--- config.mk ---
export PLATFORM = sky130hd
export DESIGN_NAME = rx_frame_deframer_unit
export DESIGN_NICKNAME = d
export VERILOG_FILES = /design/src/hw/rtl/rfd_pkg.sv /design/src/hw/rtl/rfd_front.sv /design/src/hw/rtl/rfd_queue.sv /design/src/hw/rtl/rfd_back.sv /design/src/hw/rtl/rx_frame_deframer_unit.sv
export SDC_FILE = /design/constraint.sdc
export NUM_CORES = 1
export LEC_CHECK = 0
export BUFFER_PORTS_ARGS = -buffer_cell sky130_fd_sc_hd__buf_4
export CORE_MARGIN = 3
export CORE_UTILIZATION = 40
export CTS_CLUSTER_SIZE = 25
export DETAILED_ROUTE_END_ITERATION = 10
export GPL_TIMING_DRIVEN = 0
export PLACE_DENSITY_LB_ADDON = 0.25
export SYNTH_ARGS = -nofsm -noshare
export SYNTH_HDL_FRONTEND = slang
export SYNTH_SLANG_ARGS = --single-unit
--- constraint.sdc ---
create_clock -name i_clk -period 2.8 [get_ports i_clk]
set_input_delay 0.56 -clock i_clk [delete_from_list [all_inputs] [get_ports i_clk]]
set_output_delay 0.56 -clock i_clk [all_outputs]
set_load 0.005 [all_outputs]
--- src/hw/rtl/rfd_pkg.sv ---
// ----------------------------------------------------------------------------
// rfd_pkg: shared types and constants for the receive frame deframer
// Byte classes passed from the front to the back, frame limits, status codes.
// ----------------------------------------------------------------------------
`default_nettype none

package rfd_pkg;

    localparam int unsigned LEN_W       = 9;
    localparam int unsigned BYTE_W      = 8;
    localparam int unsigned SUM_W       = 16;
    localparam int unsigned WORD_W      = 32;
    localparam int unsigned IDX_W       = 3;
    localparam int unsigned STATUS_W    = 2;
    localparam int unsigned M_TDATA_W   = 40;
    localparam int unsigned QUEUE_DEPTH = 2;

    localparam logic [LEN_W-1:0]  MIN_FRAME     = 9'd30;
    localparam logic [LEN_W-1:0]  MAX_FRAME     = 9'd256;
    localparam logic [LEN_W-1:0]  RESET_FRAME   = 9'd142;
    localparam logic [LEN_W-1:0]  PAYLOAD_START = 9'd3;
    localparam logic [LEN_W-1:0]  MODE_POS      = 9'd2;
    localparam logic [BYTE_W-1:0] HEAD_MARK     = 8'd0;
    localparam logic [BYTE_W-1:0] TAIL_MARK     = 8'd255;
    localparam logic [IDX_W-1:0]  WORDS_SHORT   = 3'd4;
    localparam logic [IDX_W-1:0]  WORDS_LONG    = 3'd6;

    localparam logic [STATUS_W-1:0] STAT_OK       = 2'd0;
    localparam logic [STATUS_W-1:0] STAT_BAD_TAIL = 2'd1;
    localparam logic [STATUS_W-1:0] STAT_BAD_HEAD = 2'd2;
    localparam logic [STATUS_W-1:0] STAT_BAD_SUM  = 2'd3;

    localparam logic KIND_WORD   = 1'b0;
    localparam logic KIND_STATUS = 1'b1;

    typedef enum logic [2:0] {
        OP_SKIP,
        OP_HEAD,
        OP_MODE,
        OP_PAYLOAD,
        OP_CKHI,
        OP_CKLO,
        OP_TAIL
    } t_op_kind;

    typedef struct packed {
        t_op_kind          kind;
        logic [1:0]        lane;   // byte lane within a payload word
        logic [BYTE_W-1:0] data;
    } t_op;

    typedef struct packed {
        logic full;
        logic valid;
    } t_q_status;

    function automatic logic [LEN_W-1:0] clamp_len(input logic [LEN_W-1:0] len);
        logic [LEN_W-1:0] res;
        res = len;
        if (len < MIN_FRAME) res = MIN_FRAME;
        if (len > MAX_FRAME) res = MAX_FRAME;
        return res;
    endfunction

endpackage

`default_nettype wire

--- src/hw/rtl/rfd_front.sv ---
// ----------------------------------------------------------------------------
// rfd_front: byte intake and classification
// Holds the frame length and byte position, tags each byte with its role.
// ----------------------------------------------------------------------------
`default_nettype none

module rfd_front (
    input  wire logic                           i_clk,
    input  wire logic                           i_rst_n,
    input  wire logic                           i_cfg_valid,
    output logic                                o_cfg_ready,
    input  wire logic [rfd_pkg::LEN_W-1:0]      i_cfg_data,
    input  wire logic                           i_s_tvalid,
    output logic                                o_s_tready,
    input  wire logic [rfd_pkg::BYTE_W-1:0]     i_s_tdata,
    input  wire rfd_pkg::t_q_status             i_q_status,
    output logic                                o_push,
    output rfd_pkg::t_op                        o_op
);

    logic [rfd_pkg::LEN_W-1:0] r_pos, n_pos;
    logic [rfd_pkg::LEN_W-1:0] r_len_m1, r_len_m2, r_len_m3;
    logic [rfd_pkg::LEN_W-1:0] w_len;
    rfd_pkg::t_op_kind         w_kind;

    assign o_cfg_ready = 1'b1;
    assign o_s_tready  = !i_q_status.full;
    assign o_push      = i_s_tvalid && o_s_tready;
    assign w_len       = rfd_pkg::clamp_len(i_cfg_data);

    always_comb begin
        if (r_pos >= r_len_m1) begin
            w_kind = rfd_pkg::OP_TAIL;
        end else if (r_pos == '0) begin
            w_kind = rfd_pkg::OP_HEAD;
        end else if (r_pos == rfd_pkg::MODE_POS) begin
            w_kind = rfd_pkg::OP_MODE;
        end else if (r_pos >= rfd_pkg::PAYLOAD_START && r_pos < r_len_m3) begin
            w_kind = rfd_pkg::OP_PAYLOAD;
        end else if (r_pos == r_len_m3) begin
            w_kind = rfd_pkg::OP_CKHI;
        end else if (r_pos == r_len_m2) begin
            w_kind = rfd_pkg::OP_CKLO;
        end else begin
            w_kind = rfd_pkg::OP_SKIP;
        end
        n_pos = (w_kind == rfd_pkg::OP_TAIL) ? '0 : r_pos + 1'b1;
    end

    assign o_op.kind = w_kind;
    assign o_op.lane = r_pos[1:0] - rfd_pkg::PAYLOAD_START[1:0];
    assign o_op.data = i_s_tdata;

    // lengths kept pre-offset so the classify compares are plain
    always_ff @(posedge i_clk) begin
        if (!i_rst_n) begin
            r_pos    <= '0;
            r_len_m1 <= rfd_pkg::RESET_FRAME - 9'd1;
            r_len_m2 <= rfd_pkg::RESET_FRAME - 9'd2;
            r_len_m3 <= rfd_pkg::RESET_FRAME - 9'd3;
        end else begin
            if (o_push) begin
                r_pos <= n_pos;
            end
            if (i_cfg_valid && o_cfg_ready) begin
                r_len_m1 <= w_len - 9'd1;
                r_len_m2 <= w_len - 9'd2;
                r_len_m3 <= w_len - 9'd3;
            end
        end
    end

endmodule

`default_nettype wire

--- src/hw/rtl/rfd_queue.sv ---
// ----------------------------------------------------------------------------
// rfd_queue: short FIFO of classified bytes
// Decouples the intake from the checker so each side stalls on its own.
// ----------------------------------------------------------------------------
`default_nettype none

module rfd_queue #(
    parameter int unsigned DEPTH = rfd_pkg::QUEUE_DEPTH
) (
    input  wire logic          i_clk,
    input  wire logic          i_rst_n,
    input  wire logic          i_push,
    input  wire rfd_pkg::t_op  i_op,
    input  wire logic          i_pop,
    output rfd_pkg::t_op       o_op,
    output rfd_pkg::t_q_status o_status
);

    localparam int unsigned PTR_W = (DEPTH > 1) ? $clog2(DEPTH) : 1;
    localparam int unsigned CNT_W = $clog2(DEPTH + 1);

    rfd_pkg::t_op       r_mem [DEPTH];
    logic [PTR_W-1:0]   r_wr_ptr, r_rd_ptr;
    logic [CNT_W-1:0]   r_count;
    logic               w_do_push, w_do_pop;

    assign o_status.full  = (r_count == CNT_W'(DEPTH));
    assign o_status.valid = (r_count != '0);
    assign o_op           = r_mem[r_rd_ptr];
    assign w_do_push      = i_push && !o_status.full;
    assign w_do_pop       = i_pop && o_status.valid;

    always_ff @(posedge i_clk) begin
        if (w_do_push) begin
            r_mem[r_wr_ptr] <= i_op;
        end
    end

    always_ff @(posedge i_clk) begin
        if (!i_rst_n) begin
            r_wr_ptr <= '0;
            r_rd_ptr <= '0;
            r_count  <= '0;
        end else begin
            if (w_do_push) begin
                r_wr_ptr <= (r_wr_ptr == PTR_W'(DEPTH - 1)) ? '0 : r_wr_ptr + 1'b1;
            end
            if (w_do_pop) begin
                r_rd_ptr <= (r_rd_ptr == PTR_W'(DEPTH - 1)) ? '0 : r_rd_ptr + 1'b1;
            end
            case ({w_do_push, w_do_pop})
                2'b10:   r_count <= r_count + 1'b1;
                2'b01:   r_count <= r_count - 1'b1;
                default: r_count <= r_count;
            endcase
        end
    end

    a_no_overfill: assert property (@(posedge i_clk) disable iff (!i_rst_n)
        r_count <= CNT_W'(DEPTH))
        else $error("queue count past depth");

    a_push_full: assert property (@(posedge i_clk) disable iff (!i_rst_n)
        o_status.full && !w_do_pop |=> o_status.full)
        else $error("queue drained without a pop");

endmodule

`default_nettype wire

--- src/hw/rtl/rfd_back.sv ---
// ----------------------------------------------------------------------------
// rfd_back: frame checker and result stage
// Runs the checksum, assembles payload words and drives the output register.
// ----------------------------------------------------------------------------
`default_nettype none

module rfd_back (
    input  wire logic                              i_clk,
    input  wire logic                              i_rst_n,
    input  wire rfd_pkg::t_q_status                i_q_status,
    input  wire rfd_pkg::t_op                      i_op,
    output logic                                   o_pop,
    output logic                                   o_m_tvalid,
    input  wire logic                              i_m_tready,
    output logic [rfd_pkg::M_TDATA_W-1:0]          o_m_tdata,
    output logic                                   o_m_tuser,
    output logic                                   o_m_tlast
);

    logic [rfd_pkg::SUM_W-1:0]    r_sum;
    logic                         r_head_ok;
    logic                         r_six;
    logic [23:0]                  r_asm;
    logic [rfd_pkg::IDX_W-1:0]    r_words;
    logic [rfd_pkg::BYTE_W-1:0]   r_ck_hi;

    logic                         r_valid;
    logic                         r_kind;
    logic [rfd_pkg::WORD_W-1:0]   r_word;
    logic [rfd_pkg::IDX_W-1:0]    r_idx;
    logic [rfd_pkg::STATUS_W-1:0] r_status;
    logic                         r_last;

    logic [rfd_pkg::IDX_W-1:0]    w_limit;
    logic [rfd_pkg::STATUS_W-1:0] w_status;
    logic                         w_room;
    logic                         w_emit;

    assign w_room  = !r_valid || i_m_tready;
    assign o_pop   = i_q_status.valid && w_room;
    assign w_limit = r_six ? rfd_pkg::WORDS_LONG : rfd_pkg::WORDS_SHORT;

    // popped item loads a result: the tail, or the last lane of a kept word
    assign w_emit  = o_pop && ((i_op.kind == rfd_pkg::OP_TAIL) ||
                               (i_op.kind == rfd_pkg::OP_PAYLOAD && r_words < w_limit &&
                                i_op.lane == 2'd3));

    always_comb begin
        if (i_op.data != rfd_pkg::TAIL_MARK) begin
            w_status = rfd_pkg::STAT_BAD_TAIL;
        end else if (!r_head_ok) begin
            w_status = rfd_pkg::STAT_BAD_HEAD;
        end else if (r_sum != '0) begin
            w_status = rfd_pkg::STAT_BAD_SUM;
        end else begin
            w_status = rfd_pkg::STAT_OK;
        end
    end

    always_ff @(posedge i_clk) begin
        if (!i_rst_n) begin
            r_sum     <= '0;
            r_head_ok <= 1'b0;
            r_six     <= 1'b0;
            r_asm     <= '0;
            r_words   <= '0;
            r_ck_hi   <= '0;
            r_valid   <= 1'b0;
            r_kind    <= rfd_pkg::KIND_WORD;
            r_word    <= '0;
            r_idx     <= '0;
            r_status  <= rfd_pkg::STAT_OK;
            r_last    <= 1'b0;
        end else begin
            r_valid <= w_emit || (r_valid && !i_m_tready);
            if (o_pop) begin
                unique case (i_op.kind)
                    rfd_pkg::OP_TAIL: begin
                        r_kind   <= rfd_pkg::KIND_STATUS;
                        r_word   <= '0;
                        r_idx    <= '0;
                        r_status <= w_status;
                        r_last   <= 1'b1;
                    end
                    rfd_pkg::OP_HEAD: begin
                        r_head_ok <= (i_op.data == rfd_pkg::HEAD_MARK);
                        r_sum     <= '0;
                        r_words   <= '0;
                        r_asm     <= '0;
                        r_ck_hi   <= '0;
                        r_six     <= 1'b0;
                    end
                    rfd_pkg::OP_MODE: begin
                        r_six <= i_op.data[0];
                    end
                    rfd_pkg::OP_PAYLOAD: begin
                        r_sum <= r_sum + {8'd0, i_op.data};
                        if (r_words < w_limit) begin
                            case (i_op.lane)
                                2'd0:    r_asm[7:0]   <= i_op.data;
                                2'd1:    r_asm[15:8]  <= i_op.data;
                                2'd2:    r_asm[23:16] <= i_op.data;
                                default: begin
                                    r_kind   <= rfd_pkg::KIND_WORD;
                                    r_word   <= {i_op.data, r_asm};
                                    r_idx    <= r_words;
                                    r_status <= rfd_pkg::STAT_OK;
                                    r_last   <= 1'b0;
                                    r_words  <= r_words + 1'b1;
                                    r_asm    <= '0;
                                end
                            endcase
                        end
                    end
                    rfd_pkg::OP_CKHI: begin
                        r_ck_hi <= i_op.data;
                    end
                    rfd_pkg::OP_CKLO: begin
                        // zero after this means the received checksum matched
                        r_sum <= r_sum ^ {r_ck_hi, i_op.data};
                    end
                    default: begin
                    end
                endcase
            end
        end
    end

    assign o_m_tvalid = r_valid;
    assign o_m_tdata  = {3'd0, r_status, r_idx, r_word};
    assign o_m_tuser  = r_kind;
    assign o_m_tlast  = r_last;

    a_words_bound: assert property (@(posedge i_clk) disable iff (!i_rst_n)
        r_words <= rfd_pkg::WORDS_LONG)
        else $error("too many payload words in one frame");

    a_status_clean: assert property (@(posedge i_clk) disable iff (!i_rst_n)
        r_valid && r_kind == rfd_pkg::KIND_STATUS |-> r_word == '0 && r_idx == '0 && r_last)
        else $error("status item carries payload fields");

    a_head_clears: assert property (@(posedge i_clk) disable iff (!i_rst_n)
        o_pop && i_op.kind == rfd_pkg::OP_HEAD |=> r_words == '0 && r_sum == '0)
        else $error("frame state not cleared at head");

    a_no_drop: assert property (@(posedge i_clk) disable iff (!i_rst_n)
        r_valid && !i_m_tready |=> r_valid)
        else $error("pending result lost while stalled");

endmodule

`default_nettype wire

--- src/hw/rtl/rx_frame_deframer_unit.sv ---
// ----------------------------------------------------------------------------
// rx_frame_deframer_unit: fixed-length receive frame checker
// One received byte in per item; payload words and a frame status out.
// ----------------------------------------------------------------------------
// Usage:
//   Slave stream (i_s_*) takes one frame byte per item. Master stream (o_m_*)
//   emits payload words (tuser 0) and one status item per frame (tuser 1,
//   tlast 1). The user must write the frame length register on the cfg
//   channel only while no bytes are in flight; the block does not enforce
//   it. Lengths below 30 or above 256 are clamped. Throughput: one byte per
//   cycle sustained while i_m_tready is high. The intake classifies each
//   byte into a 2-entry queue; the checker pops one entry a cycle while the
//   output register has room and loads it; that register drives o_m_tvalid.
//   A stall on i_m_tready holds the output register; the queue absorbs up to
//   two more bytes, then o_s_tready drops until the output drains.
//   Reset clears the position, checksum and queue; the frame length returns
//   to 142.
// ----------------------------------------------------------------------------
`default_nettype none

module rx_frame_deframer_unit #(
    parameter int unsigned QUEUE_DEPTH = rfd_pkg::QUEUE_DEPTH
) (
    input  wire logic                          i_clk,
    input  wire logic                          i_rst_n,
    input  wire logic                          i_cfg_valid,
    output logic                               o_cfg_ready,
    input  wire logic [rfd_pkg::LEN_W-1:0]     i_cfg_data,   // frame_length
    input  wire logic                          i_s_tvalid,
    output logic                               o_s_tready,
    input  wire logic [rfd_pkg::BYTE_W-1:0]    i_s_tdata,    // rx_byte
    output logic                               o_m_tvalid,
    input  wire logic                          i_m_tready,
    // [31:0] payload_word, [34:32] word_index, [36:35] frame_status, rest 0
    output logic [rfd_pkg::M_TDATA_W-1:0]      o_m_tdata,
    output logic                               o_m_tuser,    // result_kind
    output logic                               o_m_tlast     // frame_last
);

    rfd_pkg::t_q_status w_q_status;
    rfd_pkg::t_op       w_in_op, w_out_op;
    logic               w_push, w_pop;

    rfd_front u_front (
        .i_clk       (i_clk),
        .i_rst_n     (i_rst_n),
        .i_cfg_valid (i_cfg_valid),
        .o_cfg_ready (o_cfg_ready),
        .i_cfg_data  (i_cfg_data),
        .i_s_tvalid  (i_s_tvalid),
        .o_s_tready  (o_s_tready),
        .i_s_tdata   (i_s_tdata),
        .i_q_status  (w_q_status),
        .o_push      (w_push),
        .o_op        (w_in_op)
    );

    rfd_queue #(
        .DEPTH (QUEUE_DEPTH)
    ) u_queue (
        .i_clk    (i_clk),
        .i_rst_n  (i_rst_n),
        .i_push   (w_push),
        .i_op     (w_in_op),
        .i_pop    (w_pop),
        .o_op     (w_out_op),
        .o_status (w_q_status)
    );

    rfd_back u_back (
        .i_clk      (i_clk),
        .i_rst_n    (i_rst_n),
        .i_q_status (w_q_status),
        .i_op       (w_out_op),
        .o_pop      (w_pop),
        .o_m_tvalid (o_m_tvalid),
        .i_m_tready (i_m_tready),
        .o_m_tdata  (o_m_tdata),
        .o_m_tuser  (o_m_tuser),
        .o_m_tlast  (o_m_tlast)
    );

endmodule

`default_nettype wire
### Yosys cells after proc, flatten, opt, wreduce, memory -nomap -nowiden

Memory sizes are Yosys's and may differ from the RTL's. A register that Yosys moved wholly into a read port is not among the register bits.
Index checks and enable logic that the tools add are counted.

| operators by class | value |
|---|---|
| shift operators | 0 |
| div/mod/pow operators | 0 |
| bitwise gates (word level) | 1 |
| reductions and logical operators | 39 |
| equality and inequality tests | 22 |
| $lt $le $gt $ge | 6 |
| add/subtract/negate cells | 11 |
| multiplexer cells | 43 |
| multipliers | 0 |

Operator list:

| operator | count |
|---|---|
| 2-to-1 mux 32 bit | 2 |
| case mux 32 bit (2 select lines) | 1 |
| case mux 8 bit (2 select lines) | 4 |
| case mux 16 bit (3 select lines) | 1 |
| case mux 24 bit (2 select lines) | 1 |
| 2-to-1 mux 3 bit | 10 |
| 2-to-1 mux 9 bit | 3 |
| 2-to-1 mux 24 bit | 1 |
| AND reduction 4 bit | 5 |
| equality test 9 bit | 2 |
| subtractor 9 x 2 -> 9 bit, second input constant | 2 |
| adder 16 x 8 -> 16 bit | 1 |
| nonzero test 16 bit | 1 |
| bitwise XOR 16 bit | 1 |
| equality test 3 bit, second input constant | 4 |
| 2-to-1 mux 2 bit | 6 |
| case mux 3 bit (2 select lines) | 2 |
| nonzero test 2 bit | 6 |
| inequality test 2 bit, second input constant | 5 |
| adder 9 x 1 -> 9 bit, second input constant | 1 |
| equality test 9 x 2 -> 1 bit, second input constant | 1 |
| greater-or-equal comparator 9 x 2 -> 1 bit, second input constant | 1 |
| greater-or-equal comparator 9 bit | 1 |
| > comparator 9 bit, second input constant | 1 |
| 27 further kinds | 59 |

| word-level totals | value |
|---|---|
| logic and storage cells | 143 |
| input port bits | 22 |
| output and inout port bits | 45 |
| bits in read-only memories | 0 |
| bits in writable memories | 26 |
| bits in latches | 0 |
| memories kept | 1 |
| register bits | 132 |

Memory list:

| name | depth | bits a word | rd ports | clocked after memory_dff | wr ports | RTL line | RTL |
|---|---|---|---|---|---|---|---|
| u_queue.r_mem | 2 | 13 | 1 | 1 | 1 | rfd_queue.sv:22 | `rfd_pkg::t_op r_mem [DEPTH];` |

### Longest topological paths before layout

| logic depth | value |
|---|---|
| depth in word-level cells | 9 |
| gate-level depth with buffers | 12 |
| gate-level depth less buffers | 10 |

### Cells and area by module

Synthesis repeated with hierarchy kept, for this count alone.

| second synthesis, totals | value |
|---|---|
| cell total of the unflattened synthesis | 865 |
| area, all modules | 7966.4 µm² |

Modules (own cells, without submodules):

| module | times used | cells each | area an instance (µm²) |
|---|---|---|---|
| rfd_back | 1 | 484 | 4285.4 |
| rfd_front | 1 | 315 | 2509.9 |
| rfd_queue | 1 | 66 | 1171.1 |

### Least setup slack after synthesis

OpenSTA, ideal clock, no wires.

| timing path | value |
|---|---|
| kind | register to register |
| from | reg with a tool-made name |
| to | reg u_back.r_sum[12] in the netlist's numbering |
| data arrival time | 2.908 ns |
| cell stages (with the launch flop) | 13 |
| clock period less this slack | 3.024 ns |
| setup slack | -0.224 ns |
| library setup time | 0.116 ns |
| path through | dfxtp_1 > buf_6 > buf_2 > buf_2 > mux2i_1 > inv_1 > ha_1 > a21o_1 > a221oi_1 > o21a_1 > nor3_1 > a221o_1 > and3_1 |

RTL lines:

| item | RTL line | RTL |
|---|---|---|
| to (signal assigned) | rfd_back.sv:97 | `r_sum <= r_sum + {8'd0, i_op.data};` |
| to (signal assigned) | rfd_back.sv:120 | `r_sum <= r_sum ^ {r_ck_hi, i_op.data};` |
| to (decl) | rfd_back.sv:20 | `logic [rfd_pkg::SUM_W-1:0] r_sum;` |

==> metrics.cfg <==
[outcome]
outcome=complete, no violations

[timing]
fin_ws_ps=6.78
fin_crit_sh_pct=99.8
slew_violations=0
final-setup-viol-count=0
setup_tns_ps=0
worstMarginPinSlew_ps=1070
fmax_mhz=358
slew_headroom_pct=28.2
grt_setup_unrepaired=true
fin_crit_ps=2790
fin_skew_ps=9.71
hold_viol=0

[drt]
drc=0
wl_per_cell_um=17.0
routed_wl_mm=20.9
viasPerCell=5.40
drt_iter0_markers=389
dr_total_vias=6648
antenna_left=0
drt-pass1-iter-count=5

[clock_tree]
cts_tree=done
hold_buffers=0
cts-buffers-inserted=17
clockBufferDepth=2
cts-root-buf=clkbuf_16
clkTransAtPathRegs_ps=70
htreeDepth=4
cts.sinks=158
clock_latency_ps=430

[synthesis]
synthArstFlopShare_pct=0
synthDistinctLibCells=70
yosys.area.top_type=dfxtp_1
ys_top_cells_by_area=dfxtp_1 (34%), edfxtp_1 (9.9%), ha_1 (6.4%)
yosys.area.top_type_share_pct=33.6
synth_top_flop_cell=dfxtp_1
avgSynthCellArea_um2=9.08
synth-edff-count=26
syn_inst=866
syn_area_um2=7860
synth_seq_cells=158
yosys_warnings=0
ys_seq_area_share_pct=43.6

[critical_path]
reg2reg_slack_ps=7
worstPathRequired_ps=3150
startpoint_type=register
criticalPathCategory=reg2reg
cp-end-kind=register
crit_path_max_fanout=6
cp.arrival_ps=3140

[final_layout]
fillers=1855
utilization_pct=50.4
antenna_cells=0
drive_gt1_share_pct=17.7
fin_area_um2=9590
syn_to_final_growth_pct=22.1
final_nets=1022
stdcell_count=1232

[pwr]
ir_worst_vdd_mv=0.497
switchingPower_uw=2650
p_leak_uw=0.00382
seqPwrFrac_pct=35.8
p_clk_share_pct=31.1
cell_internal_pwr_uw=4820
comb_power_share_pct=33.0
cellPowerDensity_nw_per_um2=779
p_sw_share_pct=35.5

[placement]
preCtsSetupSlack_ps=-624
place_inst=1185
dpl_cell_area_um2=8660
port_buffers=57
gp_congestion=0.828
dp_hpwl_mm=14.8

[grt]
globalRoute.totalOverflow=0
grt_pass1_vias=6357
grt_max_degree=17
grt_use_total_pct=19.4
antenna_found_initial=0
grt_pass1_wl_mm=33.4

[die]
die_h_um=146
die_w_um=146
die_area_um2=21400
core_area_um2=19000
ios=67
start_util_pct=41.3
rows=50

[min_path]
min_path_type=in2reg

[run]
drv_cap=0

## power groups by stage
stage,Combinational [µW],Clock (µW),Sequential [µW]
after floorplan,1500,0,2660
after global placement,2030,0,2700
after detailed placement,2050,0,2700
after CTS,2240,2360,2670
after global routing,2700,2450,2700
final,2470,2330,2680
## synth_stat cells, drive strengths merged (14+ instances only)
library cell  number
a21boi            30
a21o              15
a21oi             30
a22oi             46
buf               19
clkbuf            31
dfxtp            132
edfxtp            26
ha                40
inv               40
nand2             80
nand2b            16
nor2              83
nor3              14
o21ai             45
or3               25
xnor2             15
xor2              16
## per-layer routing
layer	part of all wire (%)	track usage (%)
met1	47	26.6
met2	45	30.1
met3	5.7	4.41
met4	2.1	6.63
met5	0	0
## metrics by stage
stage / total power [µW] / hold slack [ps]
3_3_place_gp: 4740 / 434
4_1_cts: 7270 / 300
5_1_grt: 7850 / 304
3_5_place_dp: 4760 / 434
6_report: 7480 / 313
2_1_floorplan: 4160 / 421
## registers in the layout, summed over array words and instances (netlist names), 8 cells and up, named ones only
signal	count
u_back.r_word	32
u_queue.r_mem	26
u_back.r_asm	24
u_back.r_sum	16
u_front.r_len_m2	9
u_front.r_len_m3	9
u_front.r_pos	9
u_back.r_ck_hi	8
u_front.r_len_m1	8
## cell usage in the layout (no fill, tap or decap), drive strengths merged, types with 14 or more instances in the layout
| master | n |
|---|---|
| nand2b | 16 |
| ha | 40 |
| inv | 49 |
| buf | 91 |
| dfxtp | 132 |
| nor3 | 14 |
| a21oi | 30 |
| xor2 | 16 |
| nor2 | 83 |
| a22oi | 46 |
| a21o | 15 |
| nand2 | 80 |
| or3 | 25 |
| edfxtp | 26 |
| clkbuf | 49 |
| a21boi | 30 |
| o21ai | 45 |
| xnor2 | 15 |
## final timing paths
check / depth (start not counted) / start / endpoint
worst max-delay path: 11 / register / u_back.r_sum[15]
worst min-delay path: 1 / i_s_tdata[0] / u_queue.r_mem[1][0]
worst max register to register: 11 / register / u_back.r_sum[15]
worst min register to register: 2 / u_front.r_len_m2[8] / u_front.r_len_m2[8]
## critical path: stages, from the launching register on
cell and delay [ps]:
dfxtp_2 350, buf_12 140, buf_12 100, mux2i_4 320, inv_4 110, ha_4 290
a21o_1 120, and4_4 250, o21ai_2 80, o21a_2 210, or4_4 490, a211oi_2 240
## layout make-up
type	count	area, µm²	area share [%]
Inverter	40	155	1.62
Sequential cell	158	3420	35.7
Buffer	49	272	2.83
Clock buffer	18	450	4.69
Timing Repair Buffer	73	564	5.88
Clock inverter	14	141	1.47
Multi-Input combinational cell	620	4260	44.4
Tap cell	260	325	3.39
## cells by family after synthesis
logic type	Yosys count	share of synthesized area (%)
XOR/XNOR	31	3.45
AO/OA/AOI/OAI	232	20.8
AND/OR/NAND/NOR	298	18.6
buffers and inverters	90	5.08
multiplexers	14	1.80
other	2	0.0955
flip-flops	158	43.6
adder cells (fa/ha/maj)	41	6.62
## timing repair
action / 4_1_cts / 5_1_grt
buffers inserted: 7 / 9
endpoints found under the setup margin: 41 / 15
gates cloned: 0 / 0
gates resized for setup: 26 / 26
pin swaps: 3 / 14
(Power assumes the default switching activity.)
